**src/rtl/core/apfr_pkg.sv**
```systemverilog
`default_nettype none

package apfr_pkg;

  // Command carried on the input channel's tuser.
  typedef enum logic [1:0] {
    FUNC_BYTE = 2'd0,
    FUNC_POP  = 2'd1,
    FUNC_READ = 2'd2,
    FUNC_NOP  = 2'd3
  } apfr_func_t;

  // Per-beat frame outcome.
  typedef enum logic [1:0] {
    EV_NONE    = 2'd0,
    EV_ACCEPT  = 2'd1,
    EV_BADSUM  = 2'd2,
    EV_OVERRUN = 2'd3
  } apfr_event_t;

  // Receive state: hunting for a delimiter, in a frame, or after an escape byte.
  typedef enum logic [1:0] {
    RX_HUNT = 2'd0,
    RX_BODY = 2'd1,
    RX_ESC  = 2'd2
  } apfr_rx_state_t;

  localparam logic [7:0] DELIM_BYTE = 8'h7E;
  localparam logic [7:0] ESC_BYTE   = 8'h7D;
  localparam logic [7:0] ESC_XOR    = 8'h20;
  localparam logic [7:0] SUM_OK     = 8'hFF;
  localparam logic [7:0] ID_TYPE_A  = 8'h80;
  localparam logic [7:0] ID_TYPE_B  = 8'h81;
  localparam logic [7:0] OVH_TYPE_A = 8'd11;
  localparam logic [7:0] OVH_TYPE_B = 8'd5;

  // Depth of the queue between front and back.
  localparam int Q_DEPTH = 4;

  // Result fields other than the two slot numbers: 8+1+1+2+8+16+8+8+9+8.
  localparam int OUT_FIXED_W = 69;

  // Slot header bytes one to five, kept beside the packet memory.
  typedef struct packed {
    logic [7:0] len;
    logic [7:0] id;
    logic [7:0] addr_hi;
    logic [7:0] addr_lo;
    logic [7:0] rssi;
  } apfr_hdr_t;

  // What the front hands to the back for one beat.
  typedef struct packed {
    logic [7:0]  read_data;
    logic        pkt_ready;
    logic        ring_full;
    apfr_event_t frame_event;
    apfr_hdr_t   hdr;
    logic [7:0]  running_sum;
  } apfr_info_t;

  function automatic int out_width(input int sw);
    return ((OUT_FIXED_W + 2 * sw + 7) / 8) * 8;
  endfunction

endpackage

`default_nettype wire

```
**src/rtl/core/apfr_front.sv**
```systemverilog
`default_nettype none

module apfr_front #(
  parameter int SLOT_BYTES = 128,
  parameter int SLOT_COUNT = 4,
  localparam int SW = $clog2(SLOT_COUNT),
  localparam int IDX_W = $clog2(SLOT_BYTES)
) (
  input  wire logic                  clk,
  input  wire logic                  rst_n,
  input  wire logic                  in_valid,
  output logic                       in_ready,
  input  wire apfr_pkg::apfr_func_t  func,
  input  wire logic [7:0]            rx_byte,
  input  wire logic [6:0]            read_index,
  input  wire logic                  q_afull,
  output logic                       b_valid,
  output apfr_pkg::apfr_info_t       b_info,
  output logic [SW-1:0]              b_fill_slot,
  output logic [SW-1:0]              b_head_slot
);
  import apfr_pkg::*;

  localparam int MEM_DEPTH = SLOT_BYTES * SLOT_COUNT;
  localparam int ADDR_W = $clog2(MEM_DEPTH);

  function automatic logic [SW-1:0] slot_inc(input logic [SW-1:0] s);
    return (s == SW'(SLOT_COUNT - 1)) ? '0 : s + 1'b1;
  endfunction

  logic [7:0] mem [MEM_DEPTH];
  logic [7:0] mem_q_r;

  apfr_rx_state_t rx_state_r, rx_state_nxt;
  logic [IDX_W-1:0] byte_idx_r, byte_idx_nxt;
  logic [7:0] len_r, len_nxt;
  logic [7:0] sum_r, sum_nxt;
  logic [SW-1:0] fill_r, fill_nxt;
  logic [SW-1:0] head_r, head_nxt;
  logic full_r, full_nxt;
  logic ready_r, ready_nxt;
  apfr_hdr_t hdr_r [SLOT_COUNT];

  logic b_valid_r;
  logic b_rd_ok_r;
  apfr_info_t b_info_r;
  logic [SW-1:0] b_fill_r, b_head_r;

  logic acc, is_byte, is_pop, is_read, live, is_delim, is_esc;
  logic store, in_sum, at_check, commit, overrun, frame_end, hdr_we, rd_ok;
  logic [7:0] data_byte, sum_add;
  apfr_event_t ev;
  apfr_hdr_t hdr_view;
  logic [ADDR_W-1:0] wr_addr, rd_addr;

  assign in_ready = !q_afull;
  assign acc      = in_valid && in_ready;
  assign is_byte  = acc && (func == FUNC_BYTE);
  assign is_pop   = acc && (func == FUNC_POP);
  assign is_read  = acc && (func == FUNC_READ);
  assign live     = is_byte && !full_r;
  assign is_delim = (rx_byte == DELIM_BYTE);
  assign is_esc   = (rx_byte == ESC_BYTE);

  // Datapath decisions for the current beat.
  always_comb begin
    store     = live && !is_delim && !is_esc &&
                (rx_state_r == RX_BODY || rx_state_r == RX_ESC);
    data_byte = (rx_state_r == RX_ESC) ? (rx_byte ^ ESC_XOR) : rx_byte;
    sum_add   = sum_r + data_byte;
    in_sum    = (byte_idx_r > IDX_W'(1));
    at_check  = store && in_sum && (9'(byte_idx_r) == ({1'b0, len_r} + 9'd2));
    commit    = at_check && (sum_add == SUM_OK);
    overrun   = store && !at_check && (byte_idx_r == IDX_W'(SLOT_BYTES - 1));
    frame_end = at_check || overrun;
    hdr_we    = store && (byte_idx_r >= IDX_W'(1)) && (byte_idx_r <= IDX_W'(5));

    if (commit) begin
      ev = EV_ACCEPT;
    end else if (at_check) begin
      ev = EV_BADSUM;
    end else if (overrun) begin
      ev = EV_OVERRUN;
    end else begin
      ev = EV_NONE;
    end
  end

  // Receive state transitions.
  always_comb begin
    rx_state_nxt = rx_state_r;
    if (live) begin
      if (is_delim) begin
        rx_state_nxt = RX_BODY;
      end else begin
        case (rx_state_r)
          RX_HUNT: rx_state_nxt = RX_HUNT;
          RX_BODY, RX_ESC: begin
            if (is_esc) begin
              rx_state_nxt = RX_ESC;
            end else if (frame_end) begin
              rx_state_nxt = RX_HUNT;
            end else begin
              rx_state_nxt = RX_BODY;
            end
          end
          default: rx_state_nxt = RX_HUNT;
        endcase
      end
    end
  end

  // Ring and frame counters.
  always_comb begin
    byte_idx_nxt = byte_idx_r;
    sum_nxt      = sum_r;
    len_nxt      = len_r;
    fill_nxt     = fill_r;
    head_nxt     = head_r;
    full_nxt     = full_r;
    ready_nxt    = ready_r;

    if (live && is_delim) begin
      byte_idx_nxt = '0;
      sum_nxt      = '0;
    end else if (store) begin
      if (!frame_end) begin
        byte_idx_nxt = byte_idx_r + 1'b1;
      end
      if (in_sum) begin
        sum_nxt = sum_add;
      end
      if (byte_idx_r == IDX_W'(1)) begin
        len_nxt = data_byte;
      end
    end

    if (commit) begin
      fill_nxt  = slot_inc(fill_r);
      full_nxt  = (slot_inc(fill_r) == head_r);
      ready_nxt = 1'b1;
    end

    if (is_pop) begin
      if (full_r || head_r != fill_r) begin
        head_nxt = slot_inc(head_r);
      end
      if (head_nxt == fill_r) begin
        ready_nxt = 1'b0;
      end
      full_nxt = 1'b0;
    end
  end

  // Head header after this beat, including a header byte written right now.
  always_comb begin
    hdr_view = hdr_r[head_nxt];
    if (hdr_we && fill_r == head_nxt) begin
      case (byte_idx_r)
        IDX_W'(1): hdr_view.len     = data_byte;
        IDX_W'(2): hdr_view.id      = data_byte;
        IDX_W'(3): hdr_view.addr_hi = data_byte;
        IDX_W'(4): hdr_view.addr_lo = data_byte;
        IDX_W'(5): hdr_view.rssi    = data_byte;
        default:   hdr_view = hdr_r[head_nxt];
      endcase
    end
  end

  assign rd_ok = is_read && ready_r &&
                 ({2'b0, read_index} < 9'(SLOT_BYTES)) &&
                 ({2'b0, read_index} <= ({1'b0, hdr_view.len} + 9'd2));

  assign wr_addr = ADDR_W'(fill_r) * ADDR_W'(SLOT_BYTES) + ADDR_W'(byte_idx_r);
  assign rd_addr = ADDR_W'(head_r) * ADDR_W'(SLOT_BYTES) + ADDR_W'(read_index);

  always_ff @(posedge clk) begin
    if (store) begin
      mem[wr_addr] <= data_byte;
    end
  end

  always_ff @(posedge clk) begin
    if (is_read) begin
      mem_q_r <= mem[rd_addr];
    end
  end

  always_ff @(posedge clk) begin
    if (hdr_we) begin
      case (byte_idx_r)
        IDX_W'(1): hdr_r[fill_r].len     <= data_byte;
        IDX_W'(2): hdr_r[fill_r].id      <= data_byte;
        IDX_W'(3): hdr_r[fill_r].addr_hi <= data_byte;
        IDX_W'(4): hdr_r[fill_r].addr_lo <= data_byte;
        IDX_W'(5): hdr_r[fill_r].rssi    <= data_byte;
        default:   hdr_r[fill_r].rssi    <= hdr_r[fill_r].rssi;
      endcase
    end
  end

  always_ff @(posedge clk) begin
    if (!rst_n) begin
      rx_state_r <= RX_HUNT;
      byte_idx_r <= '0;
      len_r      <= '0;
      sum_r      <= '0;
      fill_r     <= '0;
      head_r     <= '0;
      full_r     <= 1'b0;
      ready_r    <= 1'b0;
      b_valid_r  <= 1'b0;
    end else begin
      rx_state_r <= rx_state_nxt;
      byte_idx_r <= byte_idx_nxt;
      len_r      <= len_nxt;
      sum_r      <= sum_nxt;
      fill_r     <= fill_nxt;
      head_r     <= head_nxt;
      full_r     <= full_nxt;
      ready_r    <= ready_nxt;
      b_valid_r  <= acc;
    end
  end

  // Register the beat's result while the memory read completes.
  always_ff @(posedge clk) begin
    if (acc) begin
      b_rd_ok_r                <= rd_ok;
      b_info_r.read_data       <= '0;
      b_info_r.pkt_ready       <= ready_nxt;
      b_info_r.ring_full       <= full_nxt;
      b_info_r.frame_event     <= ev;
      b_info_r.hdr             <= hdr_view;
      b_info_r.running_sum     <= sum_nxt;
      b_fill_r                 <= fill_nxt;
      b_head_r                 <= head_nxt;
    end
  end

  always_comb begin
    b_info           = b_info_r;
    b_info.read_data = b_rd_ok_r ? mem_q_r : 8'd0;
  end

  assign b_valid     = b_valid_r;
  assign b_fill_slot = b_fill_r;
  assign b_head_slot = b_head_r;

endmodule

`default_nettype wire

```
**src/rtl/core/apfr_fifo.sv**
```systemverilog
`default_nettype none

module apfr_fifo #(
  parameter int W = 8,
  parameter int DEPTH = 4,
  localparam int PTR_W = $clog2(DEPTH),
  localparam int CNT_W = $clog2(DEPTH + 1)
) (
  input  wire logic         clk,
  input  wire logic         rst_n,
  input  wire logic         push,
  input  wire logic [W-1:0] wdata,
  input  wire logic         pop,
  output logic              valid,
  output logic [W-1:0]      rdata,
  output logic              afull
);

  logic [W-1:0] ent_r [DEPTH];
  logic [PTR_W-1:0] wr_ptr_r, wr_ptr_nxt;
  logic [PTR_W-1:0] rd_ptr_r, rd_ptr_nxt;
  logic [CNT_W-1:0] count_r, count_nxt;

  assign valid = (count_r != '0);
  assign rdata = ent_r[rd_ptr_r];
  // Keep room for the beat in flight.
  assign afull = (count_r > CNT_W'(DEPTH - 2));

  always_comb begin
    wr_ptr_nxt = wr_ptr_r;
    rd_ptr_nxt = rd_ptr_r;
    count_nxt  = count_r;
    if (push) begin
      wr_ptr_nxt = (wr_ptr_r == PTR_W'(DEPTH - 1)) ? '0 : wr_ptr_r + 1'b1;
    end
    if (pop) begin
      rd_ptr_nxt = (rd_ptr_r == PTR_W'(DEPTH - 1)) ? '0 : rd_ptr_r + 1'b1;
    end
    if (push && !pop) begin
      count_nxt = count_r + 1'b1;
    end else if (pop && !push) begin
      count_nxt = count_r - 1'b1;
    end
  end

  always_ff @(posedge clk) begin
    if (push) begin
      ent_r[wr_ptr_r] <= wdata;
    end
  end

  always_ff @(posedge clk) begin
    if (!rst_n) begin
      wr_ptr_r <= '0;
      rd_ptr_r <= '0;
      count_r  <= '0;
    end else begin
      wr_ptr_r <= wr_ptr_nxt;
      rd_ptr_r <= rd_ptr_nxt;
      count_r  <= count_nxt;
    end
  end

endmodule

`default_nettype wire

```
**src/rtl/core/apfr_back.sv**
```systemverilog
`default_nettype none

module apfr_back #(
  parameter int SW = 2,
  localparam int OUT_W = apfr_pkg::out_width(SW)
) (
  input  wire logic                  clk,
  input  wire logic                  rst_n,
  input  wire logic                  q_valid,
  input  wire apfr_pkg::apfr_info_t  q_info,
  input  wire logic [SW-1:0]         q_fill_slot,
  input  wire logic [SW-1:0]         q_head_slot,
  output logic                       q_pop,
  output logic                       out_valid,
  input  wire logic                  out_ready,
  output logic [OUT_W-1:0]           out_data
);
  import apfr_pkg::*;

  logic out_valid_r;
  logic [OUT_W-1:0] out_data_r, out_data_nxt;
  logic [7:0] len, id, addr_hi, addr_lo, rssi, dlen;
  logic [8:0] plen;
  logic pr;

  assign q_pop = q_valid && (!out_valid_r || out_ready);

  // Decode the head header; bytes beyond the packet read as zero.
  always_comb begin
    pr      = q_info.pkt_ready;
    len     = pr ? q_info.hdr.len : 8'd0;
    id      = pr ? q_info.hdr.id : 8'd0;
    addr_hi = (pr && len >= 8'd1) ? q_info.hdr.addr_hi : 8'd0;
    addr_lo = (pr && len >= 8'd2) ? q_info.hdr.addr_lo : 8'd0;
    rssi    = (pr && len >= 8'd3) ? q_info.hdr.rssi : 8'd0;
    plen    = pr ? ({1'b0, len} + 9'd3) : 9'd0;
    if (pr && id == ID_TYPE_A) begin
      dlen = (len > OVH_TYPE_A) ? (len - OVH_TYPE_A) : 8'd0;
    end else if (pr && id == ID_TYPE_B) begin
      dlen = (len > OVH_TYPE_B) ? (len - OVH_TYPE_B) : 8'd0;
    end else begin
      dlen = 8'd0;
    end
    out_data_nxt = OUT_W'({q_info.running_sum, q_head_slot, q_fill_slot, plen, dlen,
                           rssi, addr_hi, addr_lo, id, q_info.frame_event,
                           q_info.ring_full, q_info.pkt_ready, q_info.read_data});
  end

  always_ff @(posedge clk) begin
    if (q_pop) begin
      out_data_r <= out_data_nxt;
    end
  end

  always_ff @(posedge clk) begin
    if (!rst_n) begin
      out_valid_r <= 1'b0;
    end else if (q_pop) begin
      out_valid_r <= 1'b1;
    end else if (out_ready) begin
      out_valid_r <= 1'b0;
    end
  end

  assign out_valid = out_valid_r;
  assign out_data  = out_data_r;

endmodule

`default_nettype wire

```
**src/rtl/core/api_frame_receiver_packet_ring.sv**
```systemverilog
// Receive deframer for escaped API frames with a ring of packet slots.
// Input channel (in_*): one beat per command. in_tuser selects the command:
// received serial byte, pop the head packet, read a head slot byte, or no-op.
// Output channel (out_*): exactly one result beat per input beat, in order,
// carrying the read byte, ring flags, frame event, decoded head header,
// fill and head slot numbers and the running checksum.
// Frames open with 0x7E, 0x7D escapes the following byte, and a frame whose
// checksum totals 0xFF is committed to the ring.
// Throughput: one beat per cycle while in_tready is high.
// The edge that takes a beat updates the state and makes at most one packet
// memory access; the result then goes through the queue and output register.
// A four-entry queue decouples the deframer from the output register; when
// the receiver stalls the queue fills and in_tready drops, with no beat lost.
// Reset: ring empty, no packet ready, deframer hunts for a delimiter.
// Packet memory is not cleared; only committed bytes are ever read back.
`default_nettype none

module api_frame_receiver_packet_ring #(
  parameter int SLOT_BYTES = 128,
  parameter int SLOT_COUNT = 4,
  localparam int SW = $clog2(SLOT_COUNT),
  localparam int OUT_W = apfr_pkg::out_width(SW)
) (
  input  wire logic             clk,
  input  wire logic             rst_n,
  input  wire logic             in_tvalid,
  output logic                  in_tready,
  input  wire logic [15:0]      in_tdata,   // rx_byte[7:0], read_index[14:8]
  input  wire logic [1:0]       in_tuser,   // func[1:0]
  output logic                  out_tvalid,
  input  wire logic             out_tready,
  // read_data, pkt_ready, ring_full, frame_event, head_identifier,
  // head_src_addr, head_rssi, head_data_len, head_pkt_len, write_slot,
  // read_slot, running_sum
  output logic [OUT_W-1:0]      out_tdata
);
  import apfr_pkg::*;

  localparam int Q_W = $bits(apfr_info_t) + 2 * SW;

  logic b_valid;
  apfr_info_t b_info;
  logic [SW-1:0] b_fill_slot, b_head_slot;
  logic q_afull, q_valid, q_pop;
  logic [Q_W-1:0] q_rdata;
  apfr_info_t q_info;
  logic [SW-1:0] q_fill_slot, q_head_slot;

  // Deframe, update the ring and access the packet memory.
  apfr_front #(
    .SLOT_BYTES(SLOT_BYTES),
    .SLOT_COUNT(SLOT_COUNT)
  ) u_front (
    .clk        (clk),
    .rst_n      (rst_n),
    .in_valid   (in_tvalid),
    .in_ready   (in_tready),
    .func       (apfr_func_t'(in_tuser)),
    .rx_byte    (in_tdata[7:0]),
    .read_index (in_tdata[14:8]),
    .q_afull    (q_afull),
    .b_valid    (b_valid),
    .b_info     (b_info),
    .b_fill_slot(b_fill_slot),
    .b_head_slot(b_head_slot)
  );

  // Buffer beats so the deframer keeps going while the output stalls.
  apfr_fifo #(
    .W    (Q_W),
    .DEPTH(Q_DEPTH)
  ) u_fifo (
    .clk  (clk),
    .rst_n(rst_n),
    .push (b_valid),
    .wdata({b_head_slot, b_fill_slot, b_info}),
    .pop  (q_pop),
    .valid(q_valid),
    .rdata(q_rdata),
    .afull(q_afull)
  );

  assign q_info      = apfr_info_t'(q_rdata[$bits(apfr_info_t)-1:0]);
  assign q_fill_slot = q_rdata[$bits(apfr_info_t) +: SW];
  assign q_head_slot = q_rdata[$bits(apfr_info_t) + SW +: SW];

  // Decode the head header and drive the output register.
  apfr_back #(
    .SW(SW)
  ) u_back (
    .clk        (clk),
    .rst_n      (rst_n),
    .q_valid    (q_valid),
    .q_info     (q_info),
    .q_fill_slot(q_fill_slot),
    .q_head_slot(q_head_slot),
    .q_pop      (q_pop),
    .out_valid  (out_tvalid),
    .out_ready  (out_tready),
    .out_data   (out_tdata)
  );

endmodule

`default_nettype wire

```
**config.mk**
```make
export PLATFORM = sky130hd
export DESIGN_NAME = api_frame_receiver_packet_ring
export DESIGN_NICKNAME = d
export VERILOG_FILES = /design/src/rtl/core/apfr_pkg.sv /design/src/rtl/core/apfr_front.sv /design/src/rtl/core/apfr_fifo.sv /design/src/rtl/core/apfr_back.sv /design/src/rtl/core/api_frame_receiver_packet_ring.sv
export SDC_FILE = /design/constraint.sdc
export NUM_CORES = 2
export LEC_CHECK = 0
export ABC_AREA = 1
export BUFFER_PORTS_ARGS = -buffer_cell sky130_fd_sc_hd__buf_2
export CAP_MARGIN = 40
export CORE_MARGIN = 1
export CORE_UTILIZATION = 31
export CTS_BUF_LIST = sky130_fd_sc_hd__clkbuf_2 sky130_fd_sc_hd__clkbuf_4 sky130_fd_sc_hd__clkbuf_8
export DETAILED_ROUTE_END_ITERATION = 7
export HOLD_SLACK_MARGIN = 0.06
export PLACE_DENSITY = 0.55
export SLEW_MARGIN = 10
export SYNTH_ARGS = -nofsm -noshare
export SYNTH_HDL_FRONTEND = slang
export SYNTH_MEMORY_MAX_BITS = 65536
export SYNTH_SLANG_ARGS = --single-unit
```
**constraint.sdc**
```tcl
create_clock -name clk -period 13.29 [get_ports clk]
set_clock_uncertainty 0.2 [all_clocks]
set_input_delay 2.658 -clock clk [delete_from_list [all_inputs] [get_ports clk]]
set_output_delay 2.658 -clock clk [all_outputs]
set_load 0.005 [all_outputs]
```
* Word level (Yosys, flattened, before mapping)
Memories as Yosys holds them, arrays and structs flattened. A register that Yosys moved wholly into a read port is not among the register bits. Index checks and enable logic that the tools add are counted.
Word-level totals: register bits 170, RAM bits 4512, bits of input ports 22, logic and storage cells 202, memories 3
Operators by class: add/sub/neg operators 15, $lt $le $gt $ge 10, equality and inequality tests 25, multiplexer cells 65, bitwise logic cells 5, reduce and logical (&&, ||, !) cells 49
Memories:
- u_front.mem | words 512, bits a word 8, read ports 1, clocked after Yosys merged registers in 1, wr ports 1, line apfr_front.sv:31 | logic [7:0] mem [MEM_DEPTH];
- u_fifo.ent_r | words 4, bits a word 64, read ports 1, clocked after Yosys merged registers in 1, wr ports 1, line apfr_fifo.sv:19 | logic [W-1:0] ent_r [DEPTH];
- u_front.hdr_r | words 4, bits a word 40, read ports 1, clocked after Yosys merged registers in 0, wr ports 1, line apfr_front.sv:42 | apfr_hdr_t hdr_r [SLOT_COUNT];
Operators by type and width (number):
- $mux W8 | 16
- $mux W40 | 1
- $mux W1 | 30
- $mux W2 | 15
- $add A8 B2 Y9 const B | 3
- $logic_and A1 B1 Y1 | 27
- $eq A8 B8 Y1 const B | 3
- $add A9 B7 Y9 | 2
- $eq A8 B7 Y1 const B | 2
- $ge A8 B2 Y1 const B | 2
- $eq A7 B2 Y1 const B | 2
- $eq A7 B3 Y1 const B | 2
- $eq A2 B2 Y1 const B | 6
- $eq A7 B9 Y1 | 1
- $le A7 B9 Y1 | 1
- $add A2 B1 Y2 const B | 4
- $add A8 B8 Y8 | 1
- $ge A8 B1 Y1 const B | 1
- $gt A8 B3 Y1 const B | 1
- $gt A8 B4 Y1 const B | 1
- $logic_not A1 Y1 | 8
- $sub A8 B3 Y8 const B | 1
- $sub A8 B4 Y8 const B | 1
- $add A7 B1 Y7 const B | 1
- other kinds (24) | 37

* Logic depth before layout (Yosys ltp)
depth in word-level cells 18, depth in mapped cells 26, depth with buffers taken out 24

* By module
A second synthesis with hierarchy kept.
Unflattened totals: cells, all modules 14774, area total of the unflattened synthesis 187164.5 um^2
Modules (own cells, without submodules):
- apfr_front | times used 1, cells an instance 13798, area each 173864.2 um^2, sequential area each 130395.1 um^2
- apfr_fifo | times used 1, cells an instance 679, area each 9962.1 um^2, sequential area each 7867.5 um^2
- apfr_back | times used 1, cells an instance 297, area each 3338.2 um^2, sequential area each 2212.1 um^2

* Worst setup path after synthesis
OpenSTA, ideal clock, no wires.
path kind input-to-reg, from in in_tdata[5], to reg u_front.b_info_r, in the netlist u_front.b_info[50], data pin, setup time 0.252 ns, arrival time 10.698 ns, data required time 12.838 ns, slack 2.140 ns, cell stages on the path 15, path buffers 0, cells stage by stage xnor2_1 inv_1 ha_1 nand2_1 nor3_1 nand2_1 o211ai_1 xor2_1 nand2_1 nor3_1 nand3_1 inv_1 nand2_1 nand3_1 inv_1
RTL lines:
- start: declaration | line api_frame_receiver_packet_ring.sv:28 | input wire logic [15:0] in_tdata,
- $not A1 Y1 (no source line)
- $mux W6 (*) | line apfr_front.sv:69 | data_byte = (rx_state_r == RX_ESC) ? (rx_byte ^ ESC_XOR) : rx_byte;
- net u_front.data_byte[5] | line apfr_front.sv:51 | logic [7:0] data_byte, sum_add;
- $add A8 B8 Y8 (*) | line apfr_front.sv:70 | sum_add = sum_r + data_byte;
- $eq A8 B8 Y1 (*) | line apfr_front.sv:73 | commit = at_check && (sum_add == SUM_OK);
- $logic_and A1 B1 Y1 (*) | line apfr_front.sv:73
- $mux W1 (*) | line apfr_front.sv:138 | if (commit) begin
- $mux W1 (*) | line apfr_front.sv:144 | if (is_pop) begin
- net u_front.full_nxt | line apfr_front.sv:40 | logic full_r, full_nxt;
- end: declaration | line apfr_front.sv:46 | apfr_info_t b_info_r;
Mark *: on every way through the listed nets, which the timed path passes. The rest lies on a longest branch. A chain may end at the register's enable or synchronous reset.

* Worst setup path after layout
from in in_tdata[9], to reg u_front.mem_q_r[4] (read register of u_front.mem), data pin
On the way: longest elaborated chain between the ends 1
Ends and longest elaborated chain:
- $add A9 B7 Y9 | line apfr_front.sv:175 | assign rd_addr = ADDR_W'(head_r) * ADDR_W'(SLOT_BYTES) + ADDR_W'(read_index);
- end: declaration | line apfr_front.sv:32 | logic [7:0] mem_q_r;
No other way between the ends.

==> results.toml <==
[placement]
numPortBuffers = 95
place_inst = 22026
dp_slack_ns = 5.16
hpwl_um = 296000
place.gp.congestion = 0.825
placed_cell_area_mm2 = 0.196

[critical_path]
path_cells = "buf_8, buf_4, buf_4, buf_4, o21ai_0, o22ai_1, nand2_1, nand3_1, nand3_1, nand3_1, nand3_1, nand3_1, nand3_1, nand2_1"
r2r_slack_ns = 7.68
path_class = "in2reg"
cpMostUsedCell = "nand3_1"
r2r-start = "u_front.head_r[1]"
critPathMaxStageDelay_ns = 0.77
rr_worst_depth = 23
reg2reg_to = "u_front.b_rd_ok_r"
cp.required_ns = 14.10
critPathLaunchType = "primary input"
worstPathMaxFanout = 90
cp.arrival_ns = 7.82
crit_family = "buffers and inverters"
end_kind = "flop"
slowest_stage = "buf_4"
worst-path-buf-inv = 4

[synth]
synth_area_leaders = "edfxtp_1, o21ai_0, nor2_1"
yosys_most_used_dff = "edfxtp_1"
synthCells = 14734
ys_seq_elements = 4692
yosys.area.top_type = "edfxtp_1"
syn_area_per_cell_um2 = 12.7
yosysWarnings = 0
yosysSeqAreaShare_pct = 75.2
synth-edff-count = 4650
synth_top_area_share_pct = 74.7
synth.distinct_cells = 57
async_reset_ff_share_pct = 0
netlist_area_mm2 = 0.187

[cells_and_area]
regArea_mm2 = 0.140
area_growth_pct = 12.8
drive_above_1_share_pct = 10.4
multi_input_area_mm2 = 0.0414
postLayoutCoreUtil_pct = 35.2
layout.nets = 14844
layout.cells.non_filler = 23372
n_fill_cell = 58388
finalInstanceArea_mm2 = 0.211

[detailed_routing]
wirelength_um = 541000
drcViolationCount = 0
drt-pass1-iter-count = 6
drt-wirelength-per-cell_um = 23.2
viasPerCell = 5.14
vias = 120235
ant_nets = 0
drt_iter0_drc = 12458

[cts]
clk_latency_ns = 1.32
post_cts_resized = 0
clock_sinks = 4692
clock_path_buffers = 4
cts_buffers = 752
cts_tree = "yes"
cts_setup_buffers = 0
clockRootBuffer = "clkbuf_8"
cts_max_level = 6
cts_hold_buf = 0
cts.clk_slew.worst_paths_ns = 0.06

[grt]
grtUsageMet1_pct = 23.1
grt_start_max_net_pins = 205
busiest_layer = "met2"
grtUsageTotal_pct = 17.1
grt_util_met2_pct = 27.9
grt_overflow = 0
grt_pass1_vias = 114452
use_met3_pct = 2.83
grt_pass1_wl_um = 782000
antenna_found_initial = 28

[sta]
drv_slew = 0
setup_violations = 0
fin_tns_setup_ns = 0
fin_crit_ns = 7.01
timing.final.crit_share_pct = 52.7
finalHoldViolCount = 0
max_freq_ghz = 0.143
worst_slack_ns = 6.28
slew_headroom_pct = 19.8
rsz0062_at_grt = "false"
worst_pin_slew_ns = 1.20

[hold_path]
min_path_cells = 0
hold_end = "u_fifo.ent_r[0][40]"
hp-class = "reg2reg"
hp-start = "u_front.b_info[40]"

[pwr]
vdd_drop_max_mv = 0.129
power.leakage_nw = 67.3
powerDensity_mw_per_mm2 = 150

[floorplan]
die_y_um = 778
rows = 284
initial_core_util_pct = 31.2
dieArea_mm2 = 0.606
num_io_pins = 104
core_area_mm2 = 0.599
dieWidth_um = 778

[outcome]
status = "complete, no violations"

[run]
drv_cap = 0
## worst max-delay path by stage
stage                            from                 end  slack, ns  cells past startpoint
after floorplan           in_tdata[5]  u_front.b_info[50]       2.14                     15
after global placement    in_tdata[9]  u_front.mem_q_r[5]       5.13                     14
after detailed placement  in_tdata[9]  u_front.mem_q_r[5]       5.16                     14
after CTS                 in_tdata[9]  u_front.mem_q_r[5]       6.49                     14
after global routing      in_tdata[9]  u_front.mem_q_r[5]       6.33                     14
final                     in_tdata[9]  u_front.mem_q_r[4]       6.28                     14
## sequential cells by signal (all words and copies together) (netlist names), 8 cells and up, named ones only
signal,count
u_front.sum_r,8
u_front.mem_q_r,8
u_front.len_r,8
u_front.hdr_r,160
u_fifo.ent_r,256
u_back.out_data,73
u_front.mem,4096
u_front.b_info,52
## cell families after synthesis
kind of cell,Yosys count,share of synthesized area [%]
other,1,0.00201
and+or+nand+nor,5233,11.4
xor gates and xnor gates,35,0.164
DFF,4692,75.2
muxes,12,0.0643
adders and majority gates,38,0.263
buffers and inverters,1238,2.75
AOI/OAI and AO/OA,3485,10.2
## Yosys cell counts (all sizes together), types with 11 or more instances
cell / count
a21oi: 119
a221oi: 27
nor3: 27
clkinv: 12
o21ai: 2223
xnor2: 11
buf: 315
inv: 155
ha: 36
o22ai: 1089
nor2: 2785
edfxtp: 4650
mux2i: 12
clkbuf: 756
nand2: 1331
xor2: 24
nand4: 19
dfxtp: 42
nand3: 1056
## cells in the final DEF (no fill, tap or decap), drive strengths merged, types with 11 or more instances in the layout
cell type  instances
edfxtp          4650
xnor2             11
clkinv           239
diode             18
o21ai           2223
inv              191
clkbuf          1040
nor3              27
a21oi            119
nand4             19
xor2              24
dfxtp             42
ha                36
mux2i             12
nor2            2785
a221oi            27
buf              361
nand3           1056
o22ai           1089
nand2           1331
## power breakdown
group	total, mW	switching, mW	internal (mW)
combinational	2.83	2.08	0.753
clock	12.0	5.76	6.22
sequential	16.8	0.149	16.6
## layer usage
metal	share of wire (%)	wire, um	up-vias
met5	0.0055	30	-
met4	3.4	18500	4
met3	7.5	40700	912
met2	47	256000	4819
met1	42	226000	60118
li1	-	-	54382
## per-stage QoR
stage | power [mW] | hold WS (ns)
after detailed placement | 19.9 | 0.268
after global routing | 32.6 | 0.310
after CTS | 31.8 | 0.277
final | 31.6 | 0.276
after floorplan | 18.7 | 0.249
after global placement | 19.9 | 0.261
## final cells by class
type	instances	share of cell area [%]
diodes	18	0.0214
multi-input cells	8810	19.6
well taps	8008	4.76
clock inverters	276	0.793
repair buffers	361	1.80
clock buffers	1040	5.97
inverters	167	0.327
flip-flops and latches	4692	66.7
## worst reg2reg max path, cell delays in order, from the launching register on
cell	delay, ns
dfxtp_1	0.80
inv_1	0.54
nand2_1	0.19
nand3_2	0.13
nand2_1	0.11
nand3_2	0.09
nand2_2	0.28
buf_4	0.67
nand2_1	0.15
nand2_1	0.15
nand4_4	0.17
nand2_1	0.11
nand2_1	0.19
ha_1	0.36
inv_1	0.04
ha_1	0.28
nand2_1	0.07
o21ai_0	0.16
a21o_1	0.13
a21oi_1	0.06
o21ai_0	0.14
o31ai_1	0.10
a21oi_1	0.13
a21oi_1	0.08
No activity file was read; power rests on OpenSTA's default activity.
